==> config.mk <==
export PLATFORM = sky130hd
export DESIGN_NAME = scan_elevator_request_queue_core
export DESIGN_NICKNAME = d
export VERILOG_FILES = /design/src/rtl/seq_pkg.sv /design/src/rtl/seq_ctrl.sv /design/src/rtl/seq_datapath.sv /design/src/rtl/scan_elevator_request_queue_core.sv
export SDC_FILE = /design/constraint.sdc
export NUM_CORES = 2
export LEC_CHECK = 0
export BUFFER_PORTS_ARGS = -buffer_cell sky130_fd_sc_hd__buf_2
export CORE_ASPECT_RATIO = 0.8
export CORE_MARGIN = 2
export CORE_UTILIZATION = 43
export DETAILED_ROUTE_END_ITERATION = 8
export GPL_TIMING_DRIVEN = 0
export PLACE_DENSITY = 0.56
export SETUP_SLACK_MARGIN = 0.05
export SKIP_CTS_REPAIR_TIMING = 1
export SYNTH_ARGS = -nofsm -noshare
export SYNTH_HDL_FRONTEND = slang
export SYNTH_SLANG_ARGS = --single-unit
==> constraint.sdc <==
create_clock -name clock -period 6.7 [get_ports clock]
set_input_delay 0 -clock clock [delete_from_list [all_inputs] [get_ports clock]]
set_output_delay 0 -clock clock [all_outputs]
set_load 0.01 [all_outputs]
==> src/rtl/seq_pkg.sv <==
`default_nettype none

package seq_pkg;

   // Queue geometry
   localparam int QUEUE_DEPTH     = 16;
   localparam int SECTOR_WIDTH    = 32;
   localparam int REQUESTER_WIDTH = 8;

   localparam int IDX_W = $clog2(QUEUE_DEPTH);
   localparam int CNT_W = $clog2(QUEUE_DEPTH + 1);
   localparam int STATUS_W = 2;

   // Stream payload widths, rounded up to whole bytes
   localparam int REQ_FIELDS_W = SECTOR_WIDTH + REQUESTER_WIDTH;
   localparam int REQ_DATA_W   = ((REQ_FIELDS_W + 7) / 8) * 8;
   localparam int RSP_FIELDS_W = 1 + REQUESTER_WIDTH + SECTOR_WIDTH + STATUS_W + CNT_W;
   localparam int RSP_DATA_W   = ((RSP_FIELDS_W + 7) / 8) * 8;

   // Bit positions of the result fields inside rsp_tdata
   localparam int RSP_REQ_LSB    = 1;
   localparam int RSP_SEC_LSB    = RSP_REQ_LSB + REQUESTER_WIDTH;
   localparam int RSP_STATUS_LSB = RSP_SEC_LSB + SECTOR_WIDTH;
   localparam int RSP_COUNT_LSB  = RSP_STATUS_LSB + STATUS_W;

   // Item kind carried on req_tuser
   localparam logic KIND_SUBMIT   = 1'b0;
   localparam logic KIND_COMPLETE = 1'b1;

   typedef enum logic [STATUS_W-1:0] {
      STATUS_OK    = 2'd0,
      STATUS_FULL  = 2'd1,
      STATUS_EMPTY = 2'd2
   } status_type;

   typedef enum logic [1:0] {
      ST_IDLE,
      ST_EVAL,
      ST_COMMIT
   } state_type;

   // Controller -> datapath commands
   typedef struct packed {
      logic load;    // capture the input transfer
      logic eval;    // compare keys, work out neighbor and direction
      logic commit;  // update queue and load the result register
   } dp_cmd_type;

endpackage

`default_nettype wire

==> src/rtl/seq_ctrl.sv <==
`default_nettype none

module seq_ctrl
   import seq_pkg::*;
(
   input  wire logic       clock,
   input  wire logic       reset,
   input  wire logic       req_tvalid,
   output logic            req_tready,
   output logic            rsp_tvalid,
   input  wire logic       rsp_tready,
   output dp_cmd_type      cmd
);

   state_type state_ff, state_in;
   logic      rsp_valid_ff, rsp_valid_in;
   logic      out_free;

   assign out_free = !rsp_valid_ff || rsp_tready;

   always_comb begin
      state_in = state_ff;
      unique case (state_ff)
         ST_IDLE: begin
            if (req_tvalid) state_in = ST_EVAL;
         end
         ST_EVAL: begin
            state_in = ST_COMMIT;
         end
         ST_COMMIT: begin
            if (out_free) state_in = ST_IDLE;
         end
         default: begin
            state_in = ST_IDLE;
         end
      endcase
   end

   always_comb begin
      cmd        = '0;
      req_tready = 1'b0;
      unique case (state_ff)
         ST_IDLE: begin
            req_tready = 1'b1;
            cmd.load   = req_tvalid;
         end
         ST_EVAL: begin
            cmd.eval = 1'b1;
         end
         ST_COMMIT: begin
            cmd.commit = out_free;
         end
         default: begin
            cmd = '0;
         end
      endcase
   end

   assign rsp_valid_in = cmd.commit || (rsp_valid_ff && !rsp_tready);
   assign rsp_tvalid   = rsp_valid_ff;

   always_ff @(posedge clock) begin
      if (reset) begin
         state_ff     <= ST_IDLE;
         rsp_valid_ff <= 1'b0;
      end else begin
         state_ff     <= state_in;
         rsp_valid_ff <= rsp_valid_in;
      end
   end

endmodule

`default_nettype wire

==> src/rtl/seq_datapath.sv <==
`default_nettype none

module seq_datapath
   import seq_pkg::*;
(
   input  wire logic                       clock,
   input  wire logic                       reset,
   input  wire dp_cmd_type                 cmd,
   input  wire logic                       in_kind,
   input  wire logic [SECTOR_WIDTH-1:0]    in_sector,
   input  wire logic [REQUESTER_WIDTH-1:0] in_requester,
   output logic                            out_grant,
   output logic [REQUESTER_WIDTH-1:0]      out_requester,
   output logic [SECTOR_WIDTH-1:0]         out_sector,
   output logic [STATUS_W-1:0]             out_status,
   output logic [CNT_W-1:0]                out_count
);

   // Sorted register array, ascending sector key
   logic [SECTOR_WIDTH-1:0]    sec_ff [QUEUE_DEPTH];
   logic [SECTOR_WIDTH-1:0]    sec_in [QUEUE_DEPTH];
   logic [REQUESTER_WIDTH-1:0] rid_ff [QUEUE_DEPTH];
   logic [REQUESTER_WIDTH-1:0] rid_in [QUEUE_DEPTH];

   logic [CNT_W-1:0] count_ff, count_in;
   logic [IDX_W-1:0] serve_ff, serve_in;
   logic             down_ff, down_in;

   // Captured input transfer
   logic                       kind_ff;
   logic [SECTOR_WIDTH-1:0]    key_ff;
   logic [REQUESTER_WIDTH-1:0] who_ff;

   // Evaluation results
   logic [QUEUE_DEPTH-1:0] gt_ff, gt_in;
   logic [IDX_W-1:0]       p_ff, p_in;
   logic [IDX_W-1:0]       next_ff, next_in;
   logic                   have_next_ff, have_next_in;
   logic                   down_nx_ff, down_nx_in;
   logic                   full_ff, empty_ff;

   // Result register
   logic                       grant_ff, grant_in;
   logic [REQUESTER_WIDTH-1:0] orid_ff, orid_in;
   logic [SECTOR_WIDTH-1:0]    osec_ff, osec_in;
   status_type                 status_ff, status_in;
   logic [CNT_W-1:0]           ocount_ff;

   logic [CNT_W-1:0] p_plus1;

   // gt[i]: entry i is empty or holds a larger key, so it moves up on insert
   always_comb begin
      for (int i = 0; i < QUEUE_DEPTH; i++) begin
         gt_in[i] = !((CNT_W'(i) < count_ff) && (sec_ff[i] <= key_ff));
      end
   end

   always_comb begin
      p_in = (CNT_W'(serve_ff) >= count_ff) ? IDX_W'(count_ff - CNT_W'(1)) : serve_ff;
      p_plus1 = CNT_W'(p_in) + CNT_W'(1);
      if (!down_ff) down_nx_in = (p_plus1 >= count_ff);
      else          down_nx_in = (p_in != '0);
      // direction only turns back up at the bottom
      if (down_ff && p_in == '0) down_nx_in = 1'b0;
      else if (down_ff)          down_nx_in = 1'b1;
      if (down_nx_in) begin
         have_next_in = (p_in != '0);
         next_in      = p_in - IDX_W'(1);
      end else begin
         have_next_in = (p_plus1 < count_ff);
         next_in      = p_in + IDX_W'(1);
      end
   end

   // Queue update on commit
   always_comb begin
      for (int i = 0; i < QUEUE_DEPTH; i++) begin
         sec_in[i] = sec_ff[i];
         rid_in[i] = rid_ff[i];
      end
      count_in  = count_ff;
      serve_in  = serve_ff;
      down_in   = down_ff;
      grant_in  = 1'b0;
      orid_in   = '0;
      osec_in   = '0;
      status_in = STATUS_OK;
      if (kind_ff == KIND_SUBMIT) begin
         if (full_ff) begin
            status_in = STATUS_FULL;
         end else begin
            for (int i = 0; i < QUEUE_DEPTH; i++) begin
               if (gt_ff[i]) begin
                  if (i > 0 && gt_ff[(i > 0) ? i - 1 : 0]) begin
                     sec_in[i] = sec_ff[(i > 0) ? i - 1 : 0];
                     rid_in[i] = rid_ff[(i > 0) ? i - 1 : 0];
                  end else begin
                     sec_in[i] = key_ff;
                     rid_in[i] = who_ff;
                  end
               end
            end
            count_in = count_ff + CNT_W'(1);
            if (empty_ff) begin
               serve_in = '0;
               grant_in = 1'b1;
               orid_in  = who_ff;
               osec_in  = key_ff;
            end else if (gt_ff[serve_ff]) begin
               serve_in = serve_ff + IDX_W'(1);
            end
         end
      end else begin
         if (empty_ff) begin
            status_in = STATUS_EMPTY;
         end else begin
            for (int i = 0; i < QUEUE_DEPTH - 1; i++) begin
               if (IDX_W'(i) >= p_ff) begin
                  sec_in[i] = sec_ff[i + 1];
                  rid_in[i] = rid_ff[i + 1];
               end
            end
            count_in = count_ff - CNT_W'(1);
            down_in  = down_nx_ff;
            if (have_next_ff) begin
               serve_in = down_nx_ff ? (p_ff - IDX_W'(1)) : p_ff;
               grant_in = 1'b1;
               orid_in  = rid_ff[next_ff];
               osec_in  = sec_ff[next_ff];
            end else begin
               serve_in = '0;
            end
         end
      end
   end

   always_ff @(posedge clock) begin
      if (reset) begin
         count_ff <= '0;
         serve_ff <= '0;
         down_ff  <= 1'b0;
      end else if (cmd.commit) begin
         count_ff <= count_in;
         serve_ff <= serve_in;
         down_ff  <= down_in;
      end
   end

   always_ff @(posedge clock) begin
      if (cmd.commit) begin
         for (int i = 0; i < QUEUE_DEPTH; i++) begin
            sec_ff[i] <= sec_in[i];
            rid_ff[i] <= rid_in[i];
         end
         grant_ff  <= grant_in;
         orid_ff   <= orid_in;
         osec_ff   <= osec_in;
         status_ff <= status_in;
         ocount_ff <= count_in;
      end
      if (cmd.load) begin
         kind_ff <= in_kind;
         key_ff  <= in_sector;
         who_ff  <= in_requester;
      end
      if (cmd.eval) begin
         gt_ff        <= gt_in;
         p_ff         <= p_in;
         next_ff      <= next_in;
         have_next_ff <= have_next_in;
         down_nx_ff   <= down_nx_in;
         full_ff      <= (count_ff >= CNT_W'(QUEUE_DEPTH));
         empty_ff     <= (count_ff == '0);
      end
   end

   assign out_grant     = grant_ff;
   assign out_requester = orid_ff;
   assign out_sector    = osec_ff;
   assign out_status    = status_ff;
   assign out_count     = ocount_ff;

endmodule

`default_nettype wire

==> src/rtl/scan_elevator_request_queue_core.sv <==
// Channel  Dir  Signals                         Payload
// req      in   req_tvalid/tready/tdata/tuser   tdata: sector_index, requester_id; tuser: kind
// rsp      out  rsp_tvalid/tready/tdata         tdata: grant_valid, granted_requester,
//                                               granted_sector, status, queue_count
//
// An item runs through the input transfer, a step of key compares and
// neighbor/direction selection, and a step that shifts the register array and
// loads the result register. The next input is taken the cycle after that.
// A stalled rsp holds the result; the next item runs to its commit step and waits there.
// Synchronous active-high reset empties the queue and points the sweep upward.
`default_nettype none

module scan_elevator_request_queue_core
   import seq_pkg::*;
(
   input  wire logic                  clock,
   input  wire logic                  reset,
   // sector_index [SECTOR_WIDTH-1:0], requester_id above it, zero padded
   input  wire logic [REQ_DATA_W-1:0] req_tdata,
   // kind
   input  wire logic                  req_tuser,
   input  wire logic                  req_tvalid,
   output logic                       req_tready,
   // grant_valid, granted_requester, granted_sector, status, queue_count, zero padded
   output logic [RSP_DATA_W-1:0]      rsp_tdata,
   output logic                       rsp_tvalid,
   input  wire logic                  rsp_tready
);

   dp_cmd_type cmd;

   logic                       grant;
   logic [REQUESTER_WIDTH-1:0] grant_rid;
   logic [SECTOR_WIDTH-1:0]    grant_sec;
   logic [STATUS_W-1:0]        status;
   logic [CNT_W-1:0]           count;

   // Handshake sequencing: idle -> evaluate -> commit
   seq_ctrl u_ctrl (
      .clock      (clock),
      .reset      (reset),
      .req_tvalid (req_tvalid),
      .req_tready (req_tready),
      .rsp_tvalid (rsp_tvalid),
      .rsp_tready (rsp_tready),
      .cmd        (cmd)
   );

   // Sorted queue, sweep pointer and result register
   seq_datapath u_dp (
      .clock         (clock),
      .reset         (reset),
      .cmd           (cmd),
      .in_kind       (req_tuser),
      .in_sector     (req_tdata[SECTOR_WIDTH-1:0]),
      .in_requester  (req_tdata[REQ_FIELDS_W-1:SECTOR_WIDTH]),
      .out_grant     (grant),
      .out_requester (grant_rid),
      .out_sector    (grant_sec),
      .out_status    (status),
      .out_count     (count)
   );

   assign rsp_tdata = RSP_DATA_W'({count, status, grant_sec, grant_rid, grant});

endmodule

`default_nettype wire

After elaboration in Yosys (flattened, before gate mapping) --
Memories as Yosys holds them, arrays and structs flattened. A register that Yosys moved wholly into a read port is not among the register bits. Cells that the tools add are included.
Word-level totals: memories 2, output and inout bits 50, register bits 130, bits in writable memories 640
Cells by class: bitwise operators 1, reductions and logical operators 46, magnitude comparators 52, multiplexer cells 146, equal/unequal tests 6, $add $sub $neg 7
Memories:
- u_dp.sec_ff | depth 16, width 32, read ports 17, clocked after memory_dff 1, write ports 16, RTL line seq_datapath.sv:20 | logic [SECTOR_WIDTH-1:0] sec_ff [QUEUE_DEPTH];
- u_dp.rid_ff | depth 16, width 8, read ports 17, clocked after memory_dff 1, write ports 16, RTL line seq_datapath.sv:22 | logic [REQUESTER_WIDTH-1:0] rid_ff [QUEUE_DEPTH];
Operators with widths (number):
- 2-to-1 mux 32 bit | 52
- 2-to-1 mux 480 bit | 2
- <= comparator 32 bit | 16
- 2-to-1 mux 512 bit | 1
- 2-to-1 mux 8 bit | 52
- 2-to-1 mux 120 bit | 2
- 2-to-1 mux 128 bit | 1
- 2-to-1 mux 4 bit | 11
- < comparator 4 x 5 -> 1 bit, first input constant | 8
- greater-or-equal comparator 4 bit, first input constant | 7
- < comparator 3 x 5 -> 1 bit, first input constant | 4
- logical AND 1 bit | 18
- logical NOT 1 bit | 18
- greater-or-equal comparator 3 x 4 -> 1 bit, first input constant | 4
- 2-to-1 mux 1 bit | 16
- 2-to-1 mux 5 bit | 3
- < comparator 1 x 5 -> 1 bit, first input constant | 2
- < comparator 2 x 5 -> 1 bit, first input constant | 2
- adder 4 x 1 -> 4 bit, second input constant | 2
- greater-or-equal comparator 1 x 4 -> 1 bit, first input constant | 2
- greater-or-equal comparator 2 x 4 -> 1 bit, first input constant | 2
- 2-to-1 mux 2 bit | 4
- subtractor 4 x 1 -> 4 bit, second input constant | 2
- case mux 2 bit (3 select lines) | 1
- other kinds (23) | 26

Logic depth before layout (Yosys ltp) --
word-level depth 8, depth in mapped cells 21

By module --
Synthesis repeated with hierarchy kept, for this count alone.
Second synthesis, totals: cells, all modules 4758, area total of the unflattened synthesis 53498.8 sq um
By module, submodules not included:
- seq_datapath | area an instance 53352.4 sq um, instances 1, cells each 4744
- seq_ctrl | area an instance 138.9 sq um, instances 1, cells each 13
- scan_elevator_request_queue_core | area an instance 7.5 sq um, instances 1, cells each 1

Least setup slack after synthesis --
No wires, ideal clock.
path kind register -> register, from register u_ctrl.state_ff[1], to memory u_dp.rid_ff[1][0], enable pin, cell stages (with the launch flop) 6, buffers on the path 0, clock period less this slack 4.617 ns, arrival 4.167 ns, slack 2.083 ns, required time 6.249 ns, path through dfxtp_1 > nor2b_1 > nand2_1 > inv_1 > nand2_1 > a21oi_1
RTL lines:
- start, declared | RTL line seq_ctrl.sv:15 | state_type state_ff, state_in;
- start signal, assigned | RTL line seq_ctrl.sv:67 | state_ff <= state_in;
- end, declared | RTL line seq_datapath.sv:22

==> flow_summary.toml <==
[outcome]
status = "complete, but fails checks"
violations = "hold timing, capacitance limit, slew limit"

[logic_synthesis]
synth_area_leaders = "edfxtp_1 (42%), ha_1 (12%), mux2i_1 (11%)"
yosysWarnings = 0
synthArstFlopShare = 0
yosysSeqAreaShare = 0.431
avgSynthCellArea_um2 = 11.1
synth-compound-area-share = 0.127
synth_area_leader_cell = "edfxtp_1"
syn_area_um2 = 53500
synth_top_family_by_area = "multiplexers"
synth_mux_area_frac = 0.195
ys_types = 72
syn-instance-count = 4800
yosys-top-cells-count = "edfxtp_1 (757), o21ai_0 (713), nand2_1 (707)"
syn_nets = 5378
synth_xor_area_frac = 0.00246
synth_edf_count = 757
yosys_most_used_dff = "edfxtp_1"
yosysMostFrequentCell = "edfxtp_1"
synth_seq_cells = 774
synth_adder_area_share = 0.125
synth_top_area_frac = 0.425
yosys.area_share.simple = 0.0904

[power]
clockPowerShare = 0.358
ir_worst_vdd_uv = 192
internal_power_uw = 9800
power.leakage_uw = 0.0252
cellPowerDensity_nw_per_um2 = 238
power_frac_comb = 0.251
p_switching_uw = 4490
p_sw_frac = 0.314
seqPwrFrac = 0.391

[sta]
finalCriticalPeriod_ns = 4.96
max-slew-margin-rel = -0.0247
tightestPinTransition_ns = 1.54
fmax_mhz = 202
slew_violations = 3
final.setup_skew_ns = 0.0297
setup_viol = 0
tns_ns = 0
fin_crit_sh = 0.741
fin_ws_ns = 1.74
hold_slack_ns = -0.00959
rsz0062_at_grt = "no"
report.final.hold_viol_count = 3

[hold_path]
min_path_type = "input pin to flip-flop"

[route]
vias = 42500
dr.pass1.iters = 6
wl_per_cell_um = 28.6
drt-initial-drc-count = 5242
antenna_left = 0
via_per_inst = 6.26
routed_wl_um = 194000
drc = 0

[clock_tree]
ctsRootBufferMaster = "clkbuf_16"
cts_sinks = 774
cts_tree = "done"
clock_tree.buffer_depth = 3
cts_htree_levels = 3
clock_latency_ns = 0.73
cts_made_buffers = 90
clk_pin_slew_ns = 0.06

[floorplan]
ios = 95
chipWidth_um = 398
fp.coreArea_um2 = 123000
rows = 115
fp.dieH_um = 319
start_util = 0.434
dieArea_um2 = 127000

[final_layout]
stdcell_area_um2 = 60100
drive_gt1_frac = 0.0997
ff_latch_area_um2 = 23100
finalNetCount = 5654
fillerInstances = 11400
multiInputGateArea_um2 = 29000
fin_cells = 6784
area_growth_pct = 12.4

[placement]
portBuffers = 94
placed_area_um2 = 56500
dpl_worst_slack_ns = 1.75
hpwlAfterDp_um = 156000
gp_congestion = 0.968
dpl.cell_count = 6553

[critical_path]
crit_slowest_cell = "o21ai_0"
crit_path_max_fanout = 10
start_kind = "flip-flop"
path_delay_family = "compound AO/OA/AOI/OAI gates"
crit_chain = "clkbuf_1, inv_1, ha_1, o21a_1, o21a_2, nand2_1, o21ai_0, ha_1, xnor2_1, ha_1, a21o_1, a21oi_1, o211a_1, a21oi_1, xnor2_1, ha_1, a31oi_1, a21oi_1, xor2_1, mux2_2"
path_common_cell = "ha_1"
cp-end-kind = "flip-flop"
cpPeakStageDelay_ns = 0.67
crit_buf_inv = 2
crit_required_ns = 7.30
critPathKind = "flip-flop to flip-flop"
crit_arrival_ns = 5.57

[global_routing]
grt_pass1_wl_um = 277000
grt_max_degree = 54
grt-ovfl-total = 0
antenna_found_initial = 10
grt_pass1_vias = 40500
grt_util_all_layers = 0.298

[job]
cap_violations = 4
final timing paths:
kind	start	end	slack [ns]	depth (start not counted)
worst min-delay path	req_tdata[35]	u_dp.who_ff[3]	-0.01	2
worst min register to register	u_dp.next_ff[1]	flip-flop	0.47	1
worst max-delay path	u_dp.count_ff[2]	flip-flop	1.74	20
worst max register to register	u_dp.count_ff[2]	flip-flop	1.74	20
layout by cell type (no fill, tap or decap), drive strengths merged, types with 104 or more instances in the layout:
master / Yosys / final
a21oi: 170 / 170
buf: 39 / 155
clkbuf: 293 / 406
edfxtp: 757 / 757
ha: 533 / 533
mux2i: 567 / 567
mux4: 204 / 204
nand2: 707 / 707
nor2: 104 / 104
o21ai: 714 / 714
worst register-to-register path: cells and delay by family, from the launching register on:
family | cells | cell delay (ns)
AO/OA/AOI/OAI | 9 | 1.88
adder cells (fa/ha/maj) | 4 | 1.06
buffers and inverters | 2 | 0.70
XOR/XNOR | 3 | 0.45
flip-flops | 1 | 0.41
multiplexers | 1 | 0.28
AND/OR/NAND/NOR | 1 | 0.10
registers in the layout, summed over array words and instances, names as in the netlist, 2 cells and up, named ones only:
register / count
u_dp.gt_ff: 16
u_dp.who_ff: 8
u_dp.out_sector: 32
u_dp.serve_ff: 4
u_dp.out_count: 5
u_dp.next_ff: 4
u_dp.sec_ff: 512
u_ctrl.state_ff: 2
u_dp.out_requester: 8
u_dp.rid_ff: 128
u_dp.out_status: 2
u_dp.key_ff: 32
u_dp.p_ff: 4
u_dp.count_ff: 5
metrics by stage:
step           total power, uW   util
5_1_grt                  14700  0.488
3_5_place_dp              9120  0.459
6_report                 14300  0.488
3_3_place_gp              9060  0.455
4_1_cts                  14200  0.482
2_1_floorplan             7850      -
power groups by stage:
stage / sequential [uW] / combinational, uW / clock, uW
2_1_floorplan: 5630 / 2220 / 0
3_3_place_gp: 5690 / 3380 / 0
3_5_place_dp: 5680 / 3440 / 0
4_1_cts: 5580 / 3460 / 5150
5_1_grt: 5590 / 3790 / 5310
6_report: 5590 / 3590 / 5110
layer usage:
metal / up-vias / global-route usage / wire length (um)
met1: 21100 / 0.453 / 88700
met3: 245 / 0.0973 / 23500
met4: 2 / 0.0775 / 5050
met5: - / 0 / 33
met2: 2109 / 0.402 / 76500
li1: 19000 / - / -
cell type report:
cell class,instances,share of cell area
inverters,69,0.00435
well taps,1638,0.0341
plain buffers,332,0.0216
multi-input cells,3625,0.482
repair buffers,184,0.0256
diodes,3,0.000125
flip-flops and latches,774,0.384
clock inverters,46,0.00789
clock buffers,113,0.0403
kinds of logic after synthesis:
logic type,Yosys count
AO/OA/AOI/OAI,1182
AND/OR/NAND/NOR,1111
flip-flops,774
adder cells (fa/ha/maj),533
multiplexers,784
XOR/XNOR,15
buffers and inverters,401
Note: power is estimated with default switching activity, not from simulation.
